### config.mk
export PLATFORM = sky130hd
export DESIGN_NAME = hpfs_merge
export DESIGN_NICKNAME = d
export VERILOG_FILES = /design/src/rtl/hpfs_pkg.sv /design/src/rtl/hpfs_merge.sv
export SDC_FILE = /design/constraint.sdc
export NUM_CORES = 1
export LEC_CHECK = 0
export BUFFER_PORTS_ARGS = -buffer_cell sky130_fd_sc_hd__buf_2
export CAP_MARGIN = 0
export CORE_MARGIN = 1
export CORE_UTILIZATION = 25
export DETAILED_ROUTE_END_ITERATION = 16
export GPL_TIMING_DRIVEN = 0
export PLACE_DENSITY = 0.51
export SLEW_MARGIN = 20
export SYNTH_ARGS = -nofsm -noshare
export SYNTH_HDL_FRONTEND = slang
export SYNTH_SLANG_ARGS = --single-unit
### constraint.sdc
create_clock -name i_clk -period 21.8 [get_ports i_clk]
set_input_delay 4.36 -clock i_clk [delete_from_list [all_inputs] [get_ports i_clk]]
set_output_delay 4.36 -clock i_clk [all_outputs]
set_load 0.02 [all_outputs]
### src/rtl/hpfs_pkg.sv
// Shared types and constants of the half-pel block frame store.
`timescale 1ns / 1ps

package hpfs_pkg;

    // Block geometry and bank layout
    localparam int BLK      = 8;
    localparam int PIX_W    = 8;
    localparam int NLANES   = 16;
    localparam int LANE_W   = 4;
    localparam int ADDR_W   = 22;
    localparam int DIM_W    = 10;
    localparam int ROW_W    = 3;
    localparam int CNT_W    = 4;
    localparam int CFG_IDX_W = 1;

    // Register indexes of the configuration port
    localparam logic [CFG_IDX_W-1:0] CFG_FRAME_WIDTH  = 1'b0;
    localparam logic [CFG_IDX_W-1:0] CFG_FRAME_HEIGHT = 1'b1;

    // Fetch counts: frame reads take nine source rows, field reads five
    localparam logic [CNT_W-1:0] FRAME_LAST_CNT = 4'd8;
    localparam logic [CNT_W-1:0] FIELD_LAST_CNT = 4'd4;

    typedef enum logic [1:0] {
        OP_WRITE = 2'd0,
        OP_FRAME = 2'd1,
        OP_FIELD = 2'd2,
        OP_NONE  = 2'd3
    } t_op;

    typedef enum logic [1:0] {
        ST_IDLE,
        ST_MUL,
        ST_ISSUE
    } t_state;

    // Control travelling with one fetched row or one direct result
    typedef struct packed {
        logic               vld;
        logic               direct;
        logic               fetch;
        logic               emit;
        logic               status;
        logic [ROW_W-1:0]   row;
        logic               last;
        logic               hx;
        logic               hy;
        logic [LANE_W-1:0]  rot;
    } t_tag;

endpackage

### src/rtl/hpfs_merge.sv
// Merging stage: realigns the bank bytes, averages half-pel rows, holds the result beat.
`timescale 1ns / 1ps

module hpfs_merge (
    input  logic                                           i_clk,
    input  logic                                           i_rst_n,
    input  logic                                           i_en,
    input  hpfs_pkg::t_tag                                 i_tag,
    input  logic [hpfs_pkg::NLANES-1:0][hpfs_pkg::PIX_W-1:0] i_bytes,
    output logic                                           o_vld,
    output logic                                           o_status,
    output logic [hpfs_pkg::ROW_W-1:0]                     o_row,
    output logic [63:0]                                    o_pix,
    output logic                                           o_last
);

    logic [hpfs_pkg::BLK:0][hpfs_pkg::PIX_W-1:0] w_cur;
    logic [hpfs_pkg::BLK:0][hpfs_pkg::PIX_W-1:0] r_prev;
    logic [63:0]                                 w_avg;
    logic                                        r_vld;
    logic                                        r_status;
    logic [hpfs_pkg::ROW_W-1:0]                  r_row;
    logic [63:0]                                 r_pix;
    logic                                        r_last;

    // Rotate the sixteen bank bytes so the row's first byte lands at 0
    always_comb begin
        for (int i = 0; i <= hpfs_pkg::BLK; i++) begin
            w_cur[i] = i_bytes[i_tag.rot + hpfs_pkg::LANE_W'(i)];
        end
    end

    // Average each pixel with right neighbour and/or the row below, rounded
    always_comb begin
        logic [9:0] s2;
        logic [9:0] s4;
        s2 = '0;
        s4 = '0;
        w_avg = '0;
        for (int i = 0; i < hpfs_pkg::BLK; i++) begin
            s4 = 10'(r_prev[i]) + 10'(r_prev[i+1]) + 10'(w_cur[i]) + 10'(w_cur[i+1]) + 10'd2;
            case ({i_tag.hx, i_tag.hy})
                2'b00: w_avg[8*i +: 8] = r_prev[i];
                2'b01: begin
                    s2 = 10'(r_prev[i]) + 10'(w_cur[i]) + 10'd1;
                    w_avg[8*i +: 8] = s2[8:1];
                end
                2'b10: begin
                    s2 = 10'(r_prev[i]) + 10'(r_prev[i+1]) + 10'd1;
                    w_avg[8*i +: 8] = s2[8:1];
                end
                default: w_avg[8*i +: 8] = s4[9:2];
            endcase
        end
    end

    // Keep the last fetched row for the next vertical average
    always_ff @(posedge i_clk) begin
        if (i_en && i_tag.vld && i_tag.fetch) begin
            r_prev <= w_cur;
        end
    end

    // Result register: advance when empty or taken, hold otherwise
    always_ff @(posedge i_clk) begin
        if (!i_rst_n) begin
            r_vld <= 1'b0;
        end else if (i_en) begin
            r_vld <= i_tag.vld && (i_tag.emit || i_tag.direct);
        end
    end

    always_ff @(posedge i_clk) begin
        if (i_en && i_tag.vld && (i_tag.emit || i_tag.direct)) begin
            r_status <= i_tag.status;
            r_row    <= i_tag.row;
            r_last   <= i_tag.last;
            r_pix    <= i_tag.direct ? 64'd0 : w_avg;
        end
    end

    assign o_vld    = r_vld;
    assign o_status = r_status;
    assign o_row    = r_row;
    assign o_pix    = r_pix;
    assign o_last   = r_last;

endmodule

==> metrics.yaml, run 1 <==
p_sw_mw: 0.973
grt_max_degree: 47
finalClockSkew_ps: 18.5
syn2layout_area_growth_pct: 15.1
grt_usage_pct: 19.8
drt-wirelength-per-cell_um: 25.6
vias_per_cell: 5.45
setup_violations: 0
worst_setup_path_end_kind: "flip-flop"
nNetsFinal: 2515
fin_crit_ps: 13770
synth_cells: 1860
gr-total-overflow: 0
grt_pass1_vias: 17300
swShare_pct: 46.1
numCtsBuffers: 17
ant_nets: 0
ioPinCount: 216
required_ps: 22010
start_util_pct: 25.3
synth_area_leader_cell: "mux4_2"
hold_path_class: "flip-flop to flip-flop"
antenna_found_initial: 6
clockBufferDepth: 2
power_frac_seq_pct: 16.9
synth_ff_type: "edfxtp_1"
insertion_delay_ps: 480
synth-seq-area-share_pct: 20.9
cts_setup_buffers: 0
htreeDepth: 4
synth_cell_types: 71
maxSlewViolCount: 0
gp_congestion: 0.919
critPathLaunchType: "input pin"
criticalPathCategory: "input pin to flip-flop"
fin_util_pct: 29.1
synth-simple-area-share_pct: 7.96
fp.dieW_um: 287
leakage_nw: 9.57
crit_fanout: 10
synthMuxAreaShare_pct: 25.1
synthTopCellsByCount: "ha_1, mux4_2, inv_1"
synth_top_family_by_area: "multiplexers"
synth_area_sq_um: 20400
hold_viol: 0
power_mw: 2.11
hpwl_um: 66600
synth-compound-area-share_pct: 13.2
cts_root_buf: "clkbuf_16"
drive_above_1_share_pct: 24.7
period_share_pct: 63.2
cts_hold_buf: 0
fp.dieH_um: 287
synth.most_common_cell: "ha_1"
p_comb_share_pct: 68.4
synth.net_count: 2280
worst_pin_slew_ps: 1200
cts_resized: 0
yosysTopAreaCellShare_pct: 23.3
synthXorXnorAreaFrac_pct: 8.52
power_density_nw_per_um2: 90.0
cts.sinks: 142
synth_top_cells_by_area: "mux4_2, edfxtp_1, ha_1"
clkPwrFrac_pct: 14.7
maxCapViolations: 0
die_area_sq_um: 82600
synth-edff-count: 141
vias: 17300
fin_setup_tns_ps: 0
rsz0062_at_grt: "no"
async_flop_share_pct: 0
core_area_sq_um: 80500
slowest_delay_ps: 730
yosysWarnings: 0
rows: 104
portBuffers: 212
clk_pin_slew_ps: 70
status: "complete, no violations"
cpMaxStageDelayCell: "buf_1"
cts_tree: "yes"
synth_fa_ha_area_share_pct: 19.2
drc: 0
fmax_mhz: 72.6
ys_seq_elements: 142
internal-power_mw: 1.14
cp_common_cell: "buf_1"
cp.arrival_ps: 13990
max-vdd-ir-drop_uv: 73.7
drt_first_pass_iters: 5
syn_area_per_cell_sq_um: 10.9
grt_pass1_wl_um: 119000
drt_iter0_drc: 1531
relSlewSlack_pct: 19.7
wirelength_um: 81200
worst paths after layout:
path                                   to            startpoint  cells after the start  slack [ps]
setup reg to reg  o_pix[45]$_SDFFCE_PP0P_  r_prev[49]$_DFFE_PP_                     14       16910
hold reg to reg        o_vld$_SDFFE_PN0P_    o_vld$_SDFFE_PN0P_                      2         610
setup / recovery  o_pix[37]$_SDFFCE_PP0P_              i_tag[1]                     25        8030
hold / removal         o_vld$_SDFFE_PN0P_    o_vld$_SDFFE_PN0P_                      2         610
stage by stage:
step / setup WS, ps / instance area [sq um] / hold slack (ps) / std cells
global placement: 7670 / 22700 / 549 / 3132
global route: 7660 / 23400 / 650 / 3169
floorplan: 10600 / 20400 / 644 / 1860
CTS: 8140 / 23400 / 628 / 3168
detailed placement: 7630 / 22900 / 608 / 3136
finish: 8030 / 23400 / 608 / 3169
placed cells by master (no fill, tap or decap), types with 58 or more instances in the layout:
cell	Yosys	layout
a21oi_1	137	137
buf_2	12	225
edfxtp_1	141	141
ha_1	217	217
inv_1	187	187
mux4_2	211	211
nand2_1	78	78
nor2_1	101	101
o21ai_0	58	58
xnor2_1	133	131
xor2_1	60	60
cell families (layout without fill, tap and decap cells):
logic type	Yosys count	after routing
buf+inv	265	513
other cells	0	1
fa+ha+maj	280	280
simple gates	335	335
xor+xnor	195	195
compound gates	409	409
flops	142	142
mux	234	234
critical path: cells and delay by family:
family	cells	cell delay, ps
simple gates	1	180
fa+ha+maj	3	930
compound gates	4	1230
mux	3	1550
buf+inv	13	5520
xor+xnor	1	170
state kept, by name (all words and copies together) (netlist names):
| name | count |
|---|---|
| o_pix | 64 |
| o_status | 1 |
| o_last | 1 |
| o_row | 3 |
| o_vld | 1 |
| r_prev | 72 |
area by class of cell:
| type | count | area, sq um |
|---|---|---|
| fill | 8304 | 57100 |
| sequential | 142 | 4250 |
| tap | 1060 | 1330 |
| clock inverter | 15 | 146 |
| buffer | 77 | 332 |
| antenna | 1 | 2.50 |
| clock buffer | 17 | 425 |
| timing repair buffer | 216 | 1150 |
| inverter | 188 | 706 |
| multi-input combinational | 1453 | 15100 |
per-layer routing:
metal / vias to the layer above / wire length [um] / track usage [%]
met4: 0 / 2180 / 6.44
met5: - / 0 / 0
li1: 7555 / - / -
met1: 8693 / 34900 / 27.0
met2: 921 / 37600 / 31.7
met3: 108 / 6510 / 3.04
power groups by stage:
| stage | Combinational (mW) | Sequential (mW) | Clock, mW |
|---|---|---|---|
| 2_1_floorplan | 1.04 | 0.369 | 0 |
| 3_3_place_gp | 1.40 | 0.363 | 0 |
| 3_5_place_dp | 1.43 | 0.362 | 0 |
| 4_1_cts | 1.44 | 0.356 | 0.321 |
| 5_1_grt | 1.59 | 0.359 | 0.326 |
| 6_report | 1.44 | 0.356 | 0.309 |
(Power assumes the default switching activity.)
==> run 2: changes to the inputs <==
--- a/config.mk
+++ b/config.mk
@@ -11,7 +11,7 @@
 export CORE_UTILIZATION = 25
 export DETAILED_ROUTE_END_ITERATION = 16
 export GPL_TIMING_DRIVEN = 0
-export PLACE_DENSITY = 0.51
+export PLACE_DENSITY = 0.52
 export SLEW_MARGIN = 20
 export SYNTH_ARGS = -nofsm -noshare
 export SYNTH_HDL_FRONTEND = slang
==> constraint.sdc (replaced) <==
create_clock -name i_clk -period 12.4 [get_ports i_clk]
set_input_delay 2.48 -clock i_clk [delete_from_list [all_inputs] [get_ports i_clk]]
set_output_delay 2.48 -clock i_clk [all_outputs]
set_load 0.02 [all_outputs]
==> run 2 against run 1 <==
  * Via count is 0.41% higher
  * Combinational power is 76% higher
  * Clock skew is 4.3 ps lower
  * Worst hold slack got worse by 12 ps
  * Largest power group unchanged
  * Clock power increased by 73%
  * Global-route usage decreased by 0.18 points
  * Register-to-register slack got worse by 9400 ps
  * Die area did not move
  * Final area decreased by 0.19%
==> metrics.yaml, run 2 (synthesized netlist as in run 1, its figures left out) <==
status: "complete, no violations"  # unchanged
swShare_pct: 46.1  # about the same
fp.dieH_um: 287  # unchanged
gr-total-overflow: 0  # unchanged
power_frac_seq_pct: 17.0  # was 16.9%
rows: 104  # unchanged
vias: 17300  # about the same
fp.dieW_um: 287  # unchanged
worst_pin_slew_ps: 1240  # was 1200 ps
fillers: 8284  # was 8304
drt_first_pass_iters: 5  # unchanged
criticalPathCategory: "input pin to flip-flop"  # unchanged
portBuffers: 212  # unchanged
internal-power_mw: 1.99  # was 1.14 mW
hold_viol: 0  # unchanged
fin_setup_tns_ps: 0  # unchanged
p_sw_mw: 1.70  # was 0.973 mW
fmax_mhz: 86.4
cp_top_family: "buffers and inverters"  # unchanged
antenna_cells: 0  # was 1
start_util_pct: 25.3  # unchanged
max-vdd-ir-drop_uv: 128  # was 73.7 uV
grt_pass1_wl_um: 117000  # was 119000 um
crit_fanout: 10  # unchanged
dp_slack_ps: 462  # was 7630 ps
power_density_nw_per_um2: 158  # was 90.0 nW/um^2
largest_reg_flops: 72  # unchanged
critPathLaunchType: "input pin"  # unchanged
drt_iter0_drc: 1750  # was 1531
gp_congestion: 0.930  # was 0.919
cts_setup_buffers: 0  # unchanged
vias_per_cell: 5.48  # was 5.45
relSlewSlack_pct: 17.4  # was 19.7%
insertion_delay_ps: 500  # was 480 ps
multi_input_area_sq_um: 15100  # unchanged
nNetsFinal: 2514  # was 2515
crit_buf_inv: 11  # was 13
cp.arrival_ps: 11740  # was 13990 ps
setup_violations: 0  # unchanged
hpwl_um: 65800  # was 66600 um
wirelength_um: 80600  # was 81200 um
final_cell_mix: "buf_2, ha_1, mux4_2, inv_1, edfxtp_1"  # unchanged
grt_usage_pct: 19.6  # was 19.8%
numCtsBuffers: 17  # unchanged
slowest_delay_ps: 690  # was 730 ps
cp_common_cell: "buf_1"  # unchanged
cts_root_buf: "clkbuf_16"  # unchanged
drc: 0  # unchanged
hold_path_class: "flip-flop to flip-flop"  # unchanged
fin_crit_ps: 11570
cts_hold_buf: 0  # unchanged
cts.sinks: 142  # unchanged
drive_above_1_share_pct: 24.4  # was 24.7%
die_area_sq_um: 82600  # unchanged
htreeDepth: 4  # unchanged
maxSlewViolCount: 0  # unchanged
required_ps: 12570  # was 22010 ps
grt_pass1_vias: 17300  # about the same
p_comb_share_pct: 68.5  # was 68.4%
clkPwrFrac_pct: 14.5  # was 14.7%
ant_nets: 0  # unchanged
fin_ws_ps: 829  # was 8030 ps
antenna_found_initial: 2  # was 6
core_area_sq_um: 80500  # unchanged
rsz0062_at_grt: "no"  # unchanged
final_common_cell: "buf_2"  # unchanged
regMostFlops: "r_prev"  # unchanged
seq_area_sq_um: 4250  # unchanged
period_share_pct: 93.3
cts_tree: "yes"  # unchanged
drt-wirelength-per-cell_um: 25.4  # was 25.6 um
clk_pin_slew_ps: 70  # about the same
syn2layout_area_growth_pct: 14.9  # was 15.1%
maxCapViolations: 0  # unchanged
hold_slack_ps: 597  # was 608 ps
cts_resized: 0  # unchanged
path_cells: "buf_2 > buf_2 > buf_1 > clkbuf_1 > buf_1 > inv_1 > ha_1 > clkbuf_1 > buf_1 > buf_1 > buf_1 > mux4_2 > mux4_2 > fa_1 > ha_1 > inv_1 > o21bai_1 > a21oi_1 > o21ai_0 > a31o_2 > a211oi_1 > a211oi_1"
cpMaxStageDelayCell: "a211oi_1"  # was buf_1
grt_max_degree: 50  # was 47
clockBufferDepth: 2  # unchanged
worst_setup_path_end_kind: "flip-flop"  # unchanged
finalClockSkew_ps: 14.1  # was 18.5 ps
leakage_nw: 9.55  # was 9.57 nW
ioPinCount: 216  # unchanged
-- run 2: routing by layer --
metal	track usage, %	wire [um]
met1	26.3	34400
met4	7.61	2780
met5	0	0
met3	3.82	6520
met2	30.8	36900
-- run 2: final cells by class --
type                    count  area share (%)
clock inverters            15           0.578
multi-input cells        1453            64.5
well taps                1060            5.67
repair buffers            215            4.79
flip-flops and latches    142            18.2
inverters                 188            3.02
clock buffers              17            1.82
plain buffers              77            1.41
-- run 2: worst reg2reg max path: cells and delay by family (launching register included) --
family,cells,cell delay [ps]
AOI/OAI and AO/OA,4,1120
xor gates and xnor gates,2,600
adders and majority gates,4,1520
buffers and inverters,3,220
DFF,1,530
muxes,1,470
and+or+nand+nor,1,180
-- run 2: stage by stage --
step                utilization [%]  std cells  total power, mW  area, sq um
global placement               28.2       3132             3.08        22700
floorplan                         -       1860             2.48        20400
CTS                            29.0       3166             3.70        23400
finish                         29.0       3167             3.70        23400
detailed placement             28.3       3134             3.13        22800
global route                   29.0       3167             3.99        23400
-- run 2: final timing paths --
path                        start  cells after the start  slack (ps)                      end
max                      i_tag[1]                     22         830  o_pix[15]$_SDFFCE_PP0P_
min            o_vld$_SDFFE_PN0P_                      2         600       o_vld$_SDFFE_PN0P_
min reg2reg    o_vld$_SDFFE_PN0P_                      2         600       o_vld$_SDFFE_PN0P_
max reg2reg  r_prev[48]$_DFFE_PP_                     15        7490  o_pix[45]$_SDFFCE_PP0P_
-- run 2: power groups by stage --
| stage | combinational, mW | sequential [mW] | clock (mW) |
|---|---|---|---|
| after global routing | 2.79 | 0.630 | 0.571 |
| after global placement | 2.44 | 0.638 | 0 |
| after detailed placement | 2.49 | 0.637 | 0 |
| final | 2.53 | 0.627 | 0.536 |
| after floorplan | 1.83 | 0.649 | 0 |
| after CTS | 2.51 | 0.626 | 0.559 |
